--- config.mk ---
export PLATFORM = sky130hd
export DESIGN_NAME = pmul_cell
export DESIGN_NICKNAME = d
export VERILOG_FILES = /design/src/rtl/core/pmul_pkg.sv /design/src/rtl/core/pmul_cell.sv
export SDC_FILE = /design/constraint.sdc
export NUM_CORES = 2
export LEC_CHECK = 0
export BUFFER_PORTS_ARGS = -buffer_cell sky130_fd_sc_hd__buf_2
export CAP_MARGIN = 20
export CORE_MARGIN = 4
export CORE_UTILIZATION = 55
export CTS_BUF_LIST = sky130_fd_sc_hd__clkbuf_4 sky130_fd_sc_hd__clkbuf_8
export DETAILED_ROUTE_END_ITERATION = 8
export PLACE_DENSITY = 0.73
export SYNTH_ARGS = -nofsm -noshare
export SYNTH_HDL_FRONTEND = slang
export SYNTH_SLANG_ARGS = --single-unit
--- constraint.sdc ---
create_clock -name i_clk -period 11.24 [get_ports i_clk]
set_clock_uncertainty 0.2 [all_clocks]
set_input_delay 0.562 -clock i_clk [delete_from_list [all_inputs] [get_ports i_clk]]
set_output_delay 0.562 -clock i_clk [all_outputs]
set_load 0.03 [all_outputs]
--- src/rtl/core/pmul_pkg.sv ---
`default_nettype none

package pmul_pkg;

    localparam int COEF_W = 32;
    localparam int ACC_W  = 64;
    localparam int DEG_W  = 5;

    localparam logic signed [ACC_W-1:0] ACC_MAX = {1'b0, {(ACC_W-1){1'b1}}};
    localparam logic signed [ACC_W-1:0] ACC_MIN = {1'b1, {(ACC_W-1){1'b0}}};

    typedef enum logic {
        ST_RUN,
        ST_FLUSH
    } t_state;

    typedef enum logic {
        OP_STEP,
        OP_CLEAR
    } t_op;

    typedef struct packed {
        logic x_clear;
        logic prod_en;
        logic acc_step;
        logic flush_shift;
        logic ps_clear;
    } t_cell_ctl;

endpackage

`default_nettype wire

--- src/rtl/core/pmul_cell.sv ---
`default_nettype none

module pmul_cell (
    input  logic                                     i_clk,
    input  logic                                     i_rst_n,
    input  pmul_pkg::t_cell_ctl                      i_ctl,
    input  logic                                     i_load,
    input  logic signed [pmul_pkg::COEF_W-1:0]       i_coef,
    input  logic signed [pmul_pkg::ACC_W-1:0]        i_nb_sum,
    input  logic signed [pmul_pkg::ACC_W-1:0]        i_nb_ps,
    output logic signed [pmul_pkg::ACC_W-1:0]        o_sum,
    output logic signed [pmul_pkg::ACC_W-1:0]        o_ps
);

    import pmul_pkg::*;

    logic signed [COEF_W-1:0] r_x;
    logic signed [ACC_W-1:0]  r_prod;
    logic signed [ACC_W-1:0]  r_ps;
    logic signed [ACC_W:0]    wide;

    // saturating accumulate
    always_comb begin
        wide = {r_ps[ACC_W-1], r_ps} + {r_prod[ACC_W-1], r_prod};
        if (wide[ACC_W] != wide[ACC_W-1]) begin
            o_sum = wide[ACC_W] ? ACC_MIN : ACC_MAX;
        end else begin
            o_sum = wide[ACC_W-1:0];
        end
    end

    assign o_ps = r_ps;

    always_ff @(posedge i_clk) begin
        if (!i_rst_n) begin
            r_x <= '0;
        end else if (i_load) begin
            r_x <= i_coef;
        end else if (i_ctl.x_clear) begin
            r_x <= '0;
        end
    end

    always_ff @(posedge i_clk) begin
        if (i_ctl.prod_en) begin
            r_prod <= ACC_W'(r_x * i_coef);
        end
    end

    always_ff @(posedge i_clk) begin
        if (!i_rst_n) begin
            r_ps <= '0;
        end else if (i_ctl.ps_clear) begin
            r_ps <= '0;
        end else if (i_ctl.acc_step) begin
            r_ps <= i_nb_sum;
        end else if (i_ctl.flush_shift) begin
            r_ps <= i_nb_ps;
        end
    end

endmodule

`default_nettype wire

==> qor.yml <==
initial_utilization_pct: 55.6
slew_headroom_pct: 27.3
fin_nets: 6744
gp_congestion: 0.941
status: "completed"
multi_input_area_um2: 37700
layout-drive-gt1-share_pct: 7.80
grt_use_total_pct: 29.7
worst_setup_path_end_kind: "flop"
cpLargestDelayFamily: "adder cells"
hold_start: "i_nb_sum[60]"
filler_cell_count: 7295
yosysTopAreaCell: "fa_1"
synth_area_leaders: "fa_1, inv_1, and2_1"
rows: 106
ff_latch_area_um2: 3870
placed_area_um2: 48600
hpwl_um: 105000
io_buffers: 295
path_max_fanout: 18
path_class: "reg -> reg"
area_growth_pct: 6.52
whs_path_depth: 3
routedWlPerCell_um: 20.3
dr.pass1.iters: 6
coreArea_um2: 83800
synth_area_um2: 46600
design_area_um2: 49700
clk_latency_ns: 0.58
ys_ff_latch: 160
synth_nets: 6633
worst_slew_pin_slew_ns: 1.09
setup_violations: 0
postSynth.asyncResetShare_pct: 0
grt_antenna_before_repair: 5
routed_wl_um: 130000
hold_viol: 0
synth-edff-count: 64
required_ns: 11.35
reg2regPathDepth: 25
avgSynthCellArea_um2: 9.08
ys_seq_area_share_pct: 8.24
remaining_drc_errors: 0
path_clk_slew_ns: 0.13
critical_path_buf_inv_count: 6
htree_levels: 4
grt_overflow: 0
critPathMaxStageDelay_ns: 0.93
crit_start: "r_x[9]"
synth_cell_types: 69
period_share_pct: 80.3
hold_class: "in -> reg"
grt_start_max_net_pins: 91
numClockSinks: 160
cts_root_buffer: "clkbuf_8"
synth_cells: 5134
synthDominantCellAreaShare_pct: 46.5
worstReg2RegEnd: "r_prod[54]"
vias: 35500
ctsLongestPathBuffers: 2
maxSlewViolCount: 0
cts_inserted_buffers: 17
yosys-top-cells-count: "fa_1, inv_1, nand2_1, and2_1, a21oi_1"
vias_per_cell: 5.56
cap_violations: 0
stdcell_count: 6397
dp.cells: 6301
io_pins: 296
layout_min_cycle_time_ns: 9.03
crit_path_top_delay_cell: "dfxtp_1"
setup_tns_ns: 0
initialDrtViolationCount: 2516
synth_flop_cell: "dfxtp_1"
holdPathEnd: "o_ps[60]"
cp.arrival_ns: 9.14
r2r_start: "r_x[9]"
reg2reg_slack_ns: 2.21
dieArea_um2: 89500
die_h_um: 299
antenna_left: 0
cts_tree: "yes"
fmax_mhz: 111
yosys_warnings: 0
crit_path_frequent_cell: "fa_1"
grt_pass1_vias: 37900
grt_pass1_wl_um: 209000
rsz0062_at_grt: "no"
critPathLaunchType: "flop"
synth.most_common_cell: "fa_1"
die_x_um: 299
repair_timing:
item                                   4_1_cts  5_1_grt
setup buffers                                0        0
hold buffers                                57        0
endpoints found under the hold margin       57        0
gates resized for setup                      0        0
state kept, by name (all words and copies together) (netlist names):
signal,flops
r_x,32
o_ps,64
r_prod,64
cell families (layout without fill, tap and decap cells):
family	Yosys count	in the layout	share of synthesized area, %
other	0	5	0
DFF	160	160	8.24
buffers and inverters	1336	1460	10.8
muxes	64	64	1.37
AOI/OAI and AO/OA	604	604	7.92
and+or+nand+nor	1504	1504	15.9
adders and majority gates	1334	1334	53.2
xor gates and xnor gates	132	132	2.48
cell usage in the layout (no fill, tap or decap), types with 57 or more instances in the layout:
| master | netlist | layout |
|---|---|---|
| fa_1 | 1083 | 1083 |
| inv_1 | 1050 | 1050 |
| nand2_1 | 593 | 593 |
| and2_1 | 502 | 502 |
| buf_2 | 5 | 293 |
| a21oi_1 | 266 | 266 |
| ha_1 | 248 | 248 |
| nor2_1 | 203 | 203 |
| o21ai_0 | 113 | 113 |
| xnor2_1 | 85 | 85 |
| dfxtp_1 | 96 | 77 |
| mux2i_1 | 64 | 64 |
| edfxtp_1 | 64 | 64 |
| a21o_1 | 60 | 60 |
| dlygate4sd3_1 | 0 | 57 |
metal layers:
layer	up-vias	GRT usage, %	share of wire (%)
met2	1603	48.0	47
li1	15700	-	-
met1	18000	41.0	41
met3	232	6.11	9.3
met5	-	0	0
met4	0	8.47	2.6
worst max-delay path by stage:
stage | to | slack [ns] | cells after the start
CTS | r_prod[63] | 1.93 | 25
global route | r_prod[63] | 1.89 | 27
global placement | r_prod[63] | 2.05 | 28
detailed placement | r_prod[63] | 1.90 | 26
floorplan | r_prod[63] | 3.04 | 29
finish | r_prod[54] | 2.21 | 25
metrics by stage:
step           utilization [%]  worst slack, ns  hold slack (ns)
2_1_floorplan                -             3.04            0.374
3_3_place_gp              58.0             2.05            0.418
3_5_place_dp              58.0             1.90            0.428
4_1_cts                   59.2             1.93          0.00157
5_1_grt                   59.2             1.89           0.0245
6_report                  59.2             2.21           0.0326
cell type report:
cell class,count,share of cell area [%]
repair buffers,378,4.59
clock buffers,18,0.486
clock inverters,14,0.338
flip-flops and latches,160,7.79
inverters,1050,7.94
diodes,5,0.0252
multi-input cells,3638,76.0
well taps,1134,2.86
worst min-delay path, delay by kind of cell:
family          cells  cell delay [ns]
simple gates        1             0.08
compound gates      1             0.06
buf+inv             1             0.10
Power is left out: the tool's default activity adds up to more than one toggle a clock period on the data nets, which glitch-free logic cannot reach.
